File: config.mk
export PLATFORM = sky130hd
export DESIGN_NAME = telemetry_frame_serializer
export DESIGN_NICKNAME = d
export VERILOG_FILES = /design/src/hdl/tfs_pkg.sv /design/src/hdl/tfs_cell.sv /design/src/hdl/tfs_head.sv /design/src/hdl/telemetry_frame_serializer.sv
export SDC_FILE = /design/constraint.sdc
export NUM_CORES = 1
export LEC_CHECK = 0
export ABC_AREA = 1
export BUFFER_PORTS_ARGS = -buffer_cell sky130_fd_sc_hd__buf_2
export CORE_MARGIN = 1
export CORE_UTILIZATION = 34
export DETAILED_ROUTE_END_ITERATION = 8
export MAX_ROUTING_LAYER = met4
export PLACE_DENSITY = 0.52
export SLEW_MARGIN = 20
export SYNTH_ARGS = -nofsm -noshare
export SYNTH_HDL_FRONTEND = slang
export SYNTH_SLANG_ARGS = --single-unit
export TNS_END_PERCENT = 10
File: constraint.sdc
create_clock -name clk -period 12.5 [get_ports clk]
set_input_delay 1.875 -clock clk [delete_from_list [all_inputs] [get_ports clk]]
set_output_delay 1.875 -clock clk [all_outputs]
set_load 0.02 [all_outputs]
File: src/hdl/tfs_pkg.sv
// shared types and constants for the telemetry frame serializer
`default_nettype none
package tfs_pkg;

  localparam int FRAME_MAX  = 24;
  localparam int WORDS_MAX  = 9;
  localparam int ATT_WORDS  = 6;
  localparam int SNS_WORDS  = 9;

  localparam logic [7:0] SYNC0      = 8'hA5;
  localparam logic [7:0] SYNC1      = 8'h5A;
  localparam logic [7:0] TAIL_BYTE  = 8'hAA;
  localparam logic [7:0] ATT_LEN    = 8'd16;
  localparam logic [7:0] SNS_LEN    = 8'd22;
  localparam logic [7:0] ATT_TYPE   = 8'hA1;
  localparam logic [7:0] SNS_TYPE   = 8'hA2;
  localparam logic [15:0] SM_OFFSET = 16'h8000;

  // role of a byte as it leaves the chain
  typedef enum logic [1:0] {
    KIND_PLAIN = 2'd0,
    KIND_SUM   = 2'd1,
    KIND_CSUM  = 2'd2,
    KIND_TAIL  = 2'd3
  } kind_t;

  typedef struct packed {
    logic       valid;
    kind_t      kind;
    logic [7:0] data;
  } cell_t;

  // two's complement to sign-magnitude, most negative value wraps to zero
  function automatic logic [15:0] to_sm(input logic [15:0] w);
    logic [15:0] r;
    r = w;
    if (w[15]) begin
      r = SM_OFFSET - w;
    end
    return r;
  endfunction

endpackage
`default_nettype wire

File: src/hdl/tfs_cell.sv
// one byte cell of the shift chain
`default_nettype none
module tfs_cell (
  input  wire                 clk,
  input  wire                 rst,
  input  wire                 load,
  input  wire                 advance,
  input  wire tfs_pkg::cell_t load_val,
  input  wire tfs_pkg::cell_t shift_in,
  output tfs_pkg::cell_t      q
);
  import tfs_pkg::*;

  // load a fresh frame byte or take the neighbour's byte
  always_ff @(posedge clk) begin
    if (rst) begin
      q.valid <= 1'b0;
    end else if (load) begin
      q <= load_val;
    end else if (advance) begin
      q <= shift_in;
    end
  end

endmodule
`default_nettype wire

File: src/hdl/tfs_head.sv
// output end of the chain with running checksum
`default_nettype none
module tfs_head (
  input  wire                 clk,
  input  wire                 rst,
  input  wire tfs_pkg::cell_t head,
  input  wire                 out_stall,
  output logic                out_valid,
  output logic [7:0]          tx_byte,
  output logic                frame_end
);
  import tfs_pkg::*;

  logic [7:0] acc;
  logic       take;

  assign take      = head.valid && !out_stall;
  assign out_valid = head.valid;
  assign tx_byte   = (head.kind == KIND_CSUM) ? acc : head.data;
  assign frame_end = (head.kind == KIND_TAIL);

  // sum of length, type and payload bytes, cleared once sent
  always_ff @(posedge clk) begin
    if (rst) begin
      acc <= 8'd0;
    end else if (take) begin
      if (head.kind == KIND_SUM) begin
        acc <= acc + head.data;
      end else if (head.kind == KIND_CSUM) begin
        acc <= 8'd0;
      end
    end
  end

endmodule
`default_nettype wire

File: src/hdl/telemetry_frame_serializer.sv
// top level: frame builder feeding a chain of byte cells
// first byte: the first byte of a frame is shown in the cycle after its item is accepted
// throughput: one byte per cycle while out_stall is low; an attitude frame is 18 bytes and a sensor frame 24,
// held in the 24-cell byte chain, which takes the next item as the last byte of a frame leaves
// reset: clears the valid bit of every cell and the checksum accumulator
`default_nettype none
module telemetry_frame_serializer (
  input  wire               clk,
  input  wire               rst,
  input  wire               in_valid,
  output logic              in_stall,
  input  wire               req_type,
  input  wire signed [15:0] word_0,
  input  wire signed [15:0] word_1,
  input  wire signed [15:0] word_2,
  input  wire signed [15:0] word_3,
  input  wire signed [15:0] word_4,
  input  wire signed [15:0] word_5,
  input  wire signed [15:0] word_6,
  input  wire signed [15:0] word_7,
  input  wire signed [15:0] word_8,
  output logic              out_valid,
  input  wire               out_stall,
  output logic [7:0]        tx_byte,
  output logic              frame_end
);
  import tfs_pkg::*;

  cell_t       cells    [FRAME_MAX];
  cell_t       load_val [FRAME_MAX];
  cell_t       empty_cell;
  logic [15:0] words    [WORDS_MAX];
  logic [15:0] sm;
  logic        tail_busy;
  logic        advance;
  logic        load;

  assign words[0] = word_0;
  assign words[1] = word_1;
  assign words[2] = word_2;
  assign words[3] = word_3;
  assign words[4] = word_4;
  assign words[5] = word_5;
  assign words[6] = word_6;
  assign words[7] = word_7;
  assign words[8] = word_8;

  assign empty_cell = '{valid: 1'b0, kind: KIND_PLAIN, data: 8'd0};

  // any byte still queued behind the head
  always_comb begin
    tail_busy = 1'b0;
    for (int i = 1; i < FRAME_MAX; i++) begin
      tail_busy = tail_busy | cells[i].valid;
    end
  end

  assign advance  = !cells[0].valid || !out_stall;
  assign in_stall = tail_busy || !advance;
  assign load     = in_valid && !in_stall;

  // lay out the whole frame over the cells
  always_comb begin
    sm = 16'd0;
    for (int i = 0; i < FRAME_MAX; i++) begin
      load_val[i] = empty_cell;
    end
    load_val[0] = '{valid: 1'b1, kind: KIND_PLAIN, data: SYNC0};
    load_val[1] = '{valid: 1'b1, kind: KIND_PLAIN, data: SYNC1};
    load_val[2] = '{valid: 1'b1, kind: KIND_SUM, data: req_type ? SNS_LEN : ATT_LEN};
    load_val[3] = '{valid: 1'b1, kind: KIND_SUM, data: req_type ? SNS_TYPE : ATT_TYPE};
    for (int i = 0; i < WORDS_MAX; i++) begin
      sm = to_sm(words[i]);
      if (i < ATT_WORDS || req_type) begin
        load_val[4 + 2 * i] = '{valid: 1'b1, kind: KIND_SUM, data: sm[15:8]};
        load_val[5 + 2 * i] = '{valid: 1'b1, kind: KIND_SUM, data: sm[7:0]};
      end
    end
    if (req_type) begin
      load_val[4 + 2 * SNS_WORDS] = '{valid: 1'b1, kind: KIND_CSUM, data: 8'd0};
      load_val[5 + 2 * SNS_WORDS] = '{valid: 1'b1, kind: KIND_TAIL, data: TAIL_BYTE};
    end else begin
      load_val[4 + 2 * ATT_WORDS] = '{valid: 1'b1, kind: KIND_CSUM, data: 8'd0};
      load_val[5 + 2 * ATT_WORDS] = '{valid: 1'b1, kind: KIND_TAIL, data: TAIL_BYTE};
    end
  end

  // byte chain, moving towards cell zero
  for (genvar g = 0; g < FRAME_MAX; g++) begin : g_cell
    if (g == FRAME_MAX - 1) begin : g_last
      tfs_cell u_cell (
        .clk      (clk),
        .rst      (rst),
        .load     (load),
        .advance  (advance),
        .load_val (load_val[g]),
        .shift_in (empty_cell),
        .q        (cells[g])
      );
    end else begin : g_mid
      tfs_cell u_cell (
        .clk      (clk),
        .rst      (rst),
        .load     (load),
        .advance  (advance),
        .load_val (load_val[g]),
        .shift_in (cells[g + 1]),
        .q        (cells[g])
      );
    end
  end

  // output end and checksum
  tfs_head u_head (
    .clk       (clk),
    .rst       (rst),
    .head      (cells[0]),
    .out_stall (out_stall),
    .out_valid (out_valid),
    .tx_byte   (tx_byte),
    .frame_end (frame_end)
  );

endmodule
`default_nettype wire

# Word level (Yosys, flattened, before mapping)
# Cells that the tools add are included.
[totals] wordCells=187 ff_bits=272 out_inout_bits=11 inputBits=149
[classes] muxes=66 n_eq_ne=3 n_bitwise=23 n_addsub=10 reduce_logical=12
[op_table] operator="two-way mux 11 bit" n=48
[op_table] operator="two-way mux 16 bit" n=9
[op_table] operator="subtractor 16 bit, first input constant" n=9
[op_table] operator="two-way mux 22 bit" n=3
[op_table] operator="two-way mux 8 bit" n=3
[op_table] operator="OR 1 bit" n=22
[op_table] operator="two-way mux 21 bit" n=1
[op_table] operator="adder 8 bit" n=1
[op_table] operator="== test 2 bit, second input constant" n=2
[op_table] operator="zero test 1 bit" n=4
[op_table] operator="AND reduction 2 bit" n=2
[op_table] operator="nonzero test 2 bit" n=2
[op_table] operator="two-way mux 3 bit" n=1
[op_table] operator="== test 2 x 1 -> 1 bit, second input constant" n=1
[op_table] operator="logical AND 1 bit" n=2
[op_table] operator="logical OR 1 bit" n=2
[op_table] operator="two-way mux 2 bit" n=1
[op_table] operator="inverter 1 bit" n=1

# Longest topological paths before layout
# Gate-level depths: netlist of run 1.
[logic_depth] ltp_word=27 mapped_depth=11 ltp_nobuf=11

# Cells and area by module
# Synthesis of run 1 repeated with hierarchy kept, for this count alone.
[hier_totals] hier_cells=2165 area_unflattened_um2=16429.5
[modules_own_cells] module="tfs_cell" seq_area_each_um2=320.3 cells_per_inst=53 area_per_inst_um2=491.7 instances=24
[modules_own_cells] module="telemetry_frame_serializer" seq_area_each_um2=0.0 cells_per_inst=788 area_per_inst_um2=3873.7 instances=1
[modules_own_cells] module="tfs_head" seq_area_each_um2=160.2 cells_per_inst=105 area_per_inst_um2=754.5 instances=1

# Worst setup path after synthesis of run 1
# No wires, ideal clock.
[synth_timing] path_type="input to register" startpoint="input port out_stall" endpoint="register g_cell[10].g_mid.u_cell.q[10] (netlist name)" path_stages=7 path_buffers=2 t_required_ns=12.413 slack_ns=3.069 arrival_ns=9.344 setup_ns=0.087 cell_sequence="nand2_1 > buf_2 > inv_1 > nor2_1 > clkbuf_1 > o21ai_0 > nand2_1"
[synth_between] elab_chain_len=7 word_cells_on_any_way=8 classes_between="mux (1); reduce/logical (7)"
[synth_lines] element="start, declared" line_no="telemetry_frame_serializer.sv:23" source="input wire out_stall,"
[synth_lines] element="zero test 1 bit (*)" line_no="telemetry_frame_serializer.sv:58" source="assign advance = !cells[0].valid || !out_stall;"
[synth_lines] element="logical OR 1 bit (*)" line_no="telemetry_frame_serializer.sv:58"
[synth_lines] element="zero test 1 bit" line_no="telemetry_frame_serializer.sv:59" source="assign in_stall = tail_busy || !advance;"
[synth_lines] element="logical OR 1 bit" line_no="telemetry_frame_serializer.sv:59"
[synth_lines] element="zero test 1 bit" line_no="telemetry_frame_serializer.sv:60" source="assign load = in_valid && !in_stall;"
[synth_lines] element="logical AND 1 bit" line_no="telemetry_frame_serializer.sv:60"
[synth_lines] element="two-way mux 11 bit / nonzero test 2 bit (equally long branches)"
[synth_lines] element="end signal, assigned" line_no="tfs_cell.sv:19" source="q <= load_val;"
[synth_lines] element="end signal, assigned" line_no="tfs_cell.sv:21" source="q <= shift_in;"
[synth_lines] element="end, declared" line_no="tfs_cell.sv:10" source="output tfs_pkg::cell_t q"
# Every way passes the cells marked *; elsewhere a longest branch is shown, timed or not.
# A chain may end at the register's enable or synchronous reset.

# Worst setup path after layout of run 1
[layout_timing] startpoint="input port out_stall" endpoint="output port in_stall"
[layout_between] elab_chain_len=4
[layout_lines] element="zero test 1 bit" line_no="telemetry_frame_serializer.sv:58"
[layout_lines] element="logical OR 1 bit" line_no="telemetry_frame_serializer.sv:58"
[layout_lines] element="zero test 1 bit" line_no="telemetry_frame_serializer.sv:59"
[layout_lines] element="logical OR 1 bit" line_no="telemetry_frame_serializer.sv:59"
[layout_lines] element="end, declared" line_no="telemetry_frame_serializer.sv:11" source="output logic in_stall,"
# Every way passes these cells.

==> run metrics, run 1 <==
Buf+Inv Stages, Crit Path=3; Max Slew Vio Count=0; via density per instance=4.68; Num CTS Buffers=29; leak pwr=7.26 nW; Pwr per Cell Area=199 mW/mm²; via count of the first global-routing pass=10400; hold_buf cts=0; Synth Flop Type=edfxtp_1; Final period util=0.400; startpoint types=primary input; H-tree levels=1; total gr overflow=0; residual DRC count=0; most common cell after layout, fill and taps aside=nand2_1; Avg Cell Area, Syn=8.45 µm²; crit path from=out_stall; Non-Filler Instances=2325; syn_nets=1807; Worst VDD drop=0.000121 V; final wirelength=31400 µm; dpl cells=2270; Worst Path Arrival=3120 ps; commonest non-fill, non-tap cells in the layout=515 x nand2_1, 223 x edfxtp_1, 164 x inv_1; core box area=0.0399 mm²; crit end category=output pin; Post-DP HPWL=21700 µm; Hold Startpoint=g_cell[18].g_mid.u_cell.q[10]; clk_skew=6.87 ps; cell mode on critical path=nand2_1; CP delay by family, top=simple AND/OR/NAND/NOR gates; Starting Density=0.347; NumNets Final=1946; post_cts resized=0; Seq cells post-synth=255; Hold WC Path Type=register to register; FF-to-FF setup slack=9370 ps; ranking of synthesized cells by area=edfxtp_1 48%, nand2_1 14%, dfxtp_1 4.6%; RSZ-0062 raised after global routing=false; r2r startpoint=g_cell[0].g_mid.u_cell.q[10]; CTS tree=built; post-layout minimum cycle time=5000 ps; synth warn=0; asr flop ratio synth=0; CP max stage delay=420 ps; clock sinks=255; worst setup path class=primary input to output pin; Yosys top cell area share=0.484; FMAX=0.200 GHz; largest net degree at the start of global routing=213; Post-Synthesis Cells=1638; Worst Path Max Fanout=20; Skew-Pair Late Insertion Delay=530 ps; I/O Pins=160; R2R Path End=g_cell[19].g_mid.u_cell.q[4]; Die H=204 µm; die area=0.0415 mm²; Antenna Violating Nets Remaining=0; CTS max path bufs=3; input/output buffers=159; Fin. Hold Viols=0; share of cells above drive strength 1=0.145; Pre-antenna DRT Iters=5; CP max stage cell=nand2_1; Iter 0 DRT Violations=662; CTS root buf=clkbuf_16; Die Width=204 µm; area leader, netlist=edfxtp_1; drt wl/cell=13.5 µm; Yosys cell types=32; outcome=completed; clock transition at the registers of the reported paths=60 ps; worst r2r path cells=5; depth of the worst hold-timing path=2; crit path cell chain=buf_2 -> nand2_1 -> nand2_1 -> inv_1 -> nand2_1 -> nor2_2 -> nand2_1 -> buf_2; area delta synth->final=16.2%; Setup Viol. Count Final=0; first-pass GRT wire length=51600 µm; GRT Util Overall=0.156; worst slew pin tran=905 ps; Max Cap Viol=0; Syn Std Cell Area=0.0138 mm²; Crit path depth=8; initial antenna violation count=1; GP Congestion=0.836; Worst EP required=10620 ps; post-CTS setup buffer count=0; register area share after synthesis=0.530; DR vias=10900; Final TNS setup=0 ps; relative slew slack=0.395; Fillers=4031; Worst setup endpoint=in_stall; row count=73; EDFF count, synth=223
-- flip-flops by register name (all words and copies together), names as in the netlist --
signal and flops:
u_head.acc 8, g_cell.g_last.u_cell.q 2, g_cell.g_mid.u_cell.q 245
-- how the worst min path moves through the flow --
stage	to	slack (ps)
after detailed placement	g_cell[18].g_mid.u_cell.q[10]	440
after global placement	g_cell[18].g_mid.u_cell.q[10]	440
after global routing	g_cell[18].g_mid.u_cell.q[10]	490
after CTS	g_cell[18].g_mid.u_cell.q[10]	450
final	g_cell[18].g_mid.u_cell.q[10]	450
after floorplan	g_cell[18].g_mid.u_cell.q[10]	430
-- final cells by class --
type	count	area [µm²]	share of cell area
diodes	1	2.50	0.000156
clock buffers	41	845	0.0525
clock inverters	12	146	0.00911
inverters	167	627	0.0390
multi-input cells	1159	5580	0.347
flip-flops and latches	255	7340	0.456
well taps	525	657	0.0409
repair buffers	165	886	0.0551
-- cell usage after synthesis, drive strengths merged (5+ instances only) --
library cell  number
a21oi             34
a31oi              9
buf               30
clkbuf            27
dfxtp             32
edfxtp           223
ha                19
inv              167
mux2               8
nand2            515
nand3            125
nand3b            11
nand4             11
nor2             169
nor3               8
o211ai             8
o21ai            135
or2               33
xnor2              5
xor2              63
-- per-layer routing --
metal,share of wire,up-vias,track usage
met3,0.035,36,0.0216
met5,0,-,-
met4,0.019,0,0.0330
met1,0.48,5020,0.210
met2,0.47,168,0.250
li1,-,5647,-
-- logic make-up after synthesis --
logic type      Yosys count  synth area share
fa+ha+maj                20            0.0186
flops                   255             0.530
buf+inv                 224            0.0678
xor+xnor                 68            0.0430
mux                       8           0.00651
compound gates          188            0.0706
simple gates            875             0.263
-- report_power, final --
part / internal, mW / switching (mW)
Sequential: 1.36 / 0.0879
Clock: 0.533 / 0.335
Combinational: 0.310 / 0.577
Total: 2.20 / 1.00
-- metrics by stage --
step | worst slack [ps] | utilization | cell area, µm² | hold slack [ps] | total power, mW
4_1_cts | 7480 | 0.402 | 16000 | 453 | 3.26
5_1_grt | 7360 | 0.403 | 16100 | 494 | 3.44
3_3_place_gp | 7110 | 0.377 | 15000 | 441 | 2.35
2_1_floorplan | 3070 | - | 13800 | 426 | 2.15
6_report | 7500 | 0.403 | 16100 | 450 | 3.20
3_5_place_dp | 7480 | 0.377 | 15100 | 441 | 2.37
-- worst register-to-register path: stages, from the launching register on --
cell	delay, ps
dfxtp_1	340
nand2_1	430
inv_1	280
nor2_4	620
buf_12	500
buf_16	490
Note: power is estimated with default switching activity, not from simulation.
==> run 2: changes to the inputs <==
- clock period: 12.5 -> 5.15 ns (I/O delays scaled with it)
==> run 2 against run 1 <==
Wire length decreased by 1.2%. Critical endpoint is now g_cell[7].g_mid.u_cell.q[7]. Die area unchanged. Final area decreased by 0.16%. Via count increased by 0.13%. Largest cell class unchanged. Clock power increased by 150%.
==> run metrics, run 2 (same netlist as run 1, synthesis figures left out) <==
outcome=completed; Final TNS setup=0 ps; Hold Path End=g_cell[18].g_mid.u_cell.q[10]; first-pass GRT wire length=50500 µm; depth of the worst hold-timing path=2; r2r startpoint=g_cell[0].g_mid.u_cell.q[10]; GP Congestion=0.831; Finished Cell Area=0.0161 mm²; Antenna Violating Nets Remaining=0; most common cell after layout, fill and taps aside=nand2_1; Num CTS Buffers=28; clk_skew=20.1 ps; share of cells above drive strength 1=0.142; Final Util=0.402; CP max stage delay=850 ps; FF-to-FF setup slack=2310 ps; Regs by FF count=g_cell.g_mid.u_cell.q: 245 flops, u_head.acc: 8 flops, g_cell.g_last.u_cell.q: 2 flops; Non-Filler Instances=2325; Storage cell area=0.00734 mm²; area delta synth->final=16.0%; Hold Startpoint=g_cell[18].g_mid.u_cell.q[10]; GRT Util Overall=0.153; Pre-antenna DRT Iters=5; commonest non-fill, non-tap cells in the layout=515 x nand2_1, 223 x edfxtp_1, 164 x inv_1; CTS root buf=clkbuf_16; Post-DP HPWL=21200 µm; Hold WC Path Type=register to register; max FFs per register=245; Reg with most FFs=g_cell.g_mid.u_cell.q; clock sinks=255; crit path from=g_cell[0].g_mid.u_cell.q[10]; Die H=204 µm; Final period util=0.552; Worst Path Max Fanout=114; startpoint types=register; Multi-input gate area=0.00558 mm²; setup ws final=2310 ps; worst setup path class=register to register; crit end category=register; total gr overflow=0; dpl cells=2270; Pwr per Cell Area=485 mW/mm²; relative slew slack=0.298; Fin. Hold Viols=0; CTS tree=built; Starting Density=0.347; CP max stage cell=buf_4; post-CTS setup buffer count=0; H-tree levels=1; Die Width=204 µm; drt wl/cell=13.3 µm; Iter 0 DRT Violations=744; RSZ-0062 raised after global routing=false; die area=0.0415 mm²; Fillers=4045; hold_buf cts=0; residual DRC count=0; row count=73; Place WS=1810 ps; R2R Path End=g_cell[7].g_mid.u_cell.q[7]; Worst EP required=5380 ps; worst r2r path cells=8; CTS max path bufs=3; largest net degree at the start of global routing=140; leak pwr=7.25 nW; Max Cap Viol=0; I/O Pins=160; NumNets Final=1944; post-layout minimum cycle time=2840 ps; DR vias=10900; Worst VDD drop=0.000372 V; Skew-Pair Late Insertion Delay=540 ps; post_cts resized=0; via count of the first global-routing pass=10100; via density per instance=4.68; FMAX=0.352 GHz; Setup Viol. Count Final=0; clock transition at the registers of the reported paths=60 ps; Worst Path Arrival=3070 ps; cell mode on critical path=nand2_1; input/output buffers=159; worst slew pin tran=1050 ps; initial antenna violation count=3; final wirelength=31000 µm; Post-DP Area=0.0151 mm²; core box area=0.0399 mm²; crit path cell chain=nand2_1 -> nand2_1 -> inv_1 -> nand2_1 -> nor2_2 -> nand3_4 -> buf_4 -> o21ai_0; Max Slew Vio Count=0
==> run 2: changes by cell type in the layout (fill, tap and decap cells not counted), moves of 2 or more <==
cell | previous run | this run
clkbuf_16 | 32 | 29
clkinv_1 | 1 | 7
clkbuf_1 | 8 | 5
bufinv_16 | 3 | 6
diode_2 | 1 | 3
==> run 2: power breakdown <==
part | total [mW] | internal, mW | switching, mW
registers | 3.53 | 3.30 | 0.228
clock network | 2.13 | 1.32 | 0.806
logic | 2.12 | 0.746 | 1.38
==> run 2: layout make-up <==
type | count | share of cell area
sequential | 255 | 0.457
multi-input combinational | 1159 | 0.347
timing repair buffer | 164 | 0.0543
clock buffer | 34 | 0.0464
tap | 525 | 0.0409
inverter | 167 | 0.0391
clock inverter | 18 | 0.0144
antenna | 3 | 0.000468
==> run 2: stage by stage <==
step                hold slack [ps]  total power [mW]
global route                    482              8.34
CTS                             461              7.90
floorplan                       426              5.18
detailed placement              451              5.74
finish                          459              7.78
global placement                440              5.70
==> run 2: metal layers <==
| metal | global-route usage | part of all wire | vias up |
|---|---|---|---|
| met5 | - | 0 | - |
| met2 | 0.241 | 0.46 | 202 |
| met4 | 0.0330 | 0.017 | 0 |
| met3 | 0.0217 | 0.044 | 39 |
| met1 | 0.207 | 0.48 | 4989 |
| li1 | - | - | 5655 |
==> run 2: worst max-delay path, delay by kind of cell (launching register included) <==
| family | cells | cell delay, ps |
|---|---|---|
| buf+inv | 2 | 900 |
| compound gates | 1 | 220 |
| simple gates | 5 | 940 |
| flops | 1 | 390 |
==> run 2: worst max-delay path by stage <==
stage,endpoint,slack [ps],depth (start not counted)
floorplan,g_cell[10].g_mid.u_cell.q[10],390,7
global placement,g_cell[11].g_mid.u_cell.q[5],1830,9
detailed placement,g_cell[6].g_mid.u_cell.q[2],1810,9
CTS,g_cell[6].g_mid.u_cell.q[0],2290,8
global route,g_cell[6].g_mid.u_cell.q[7],1970,8
finish,g_cell[7].g_mid.u_cell.q[7],2310,8
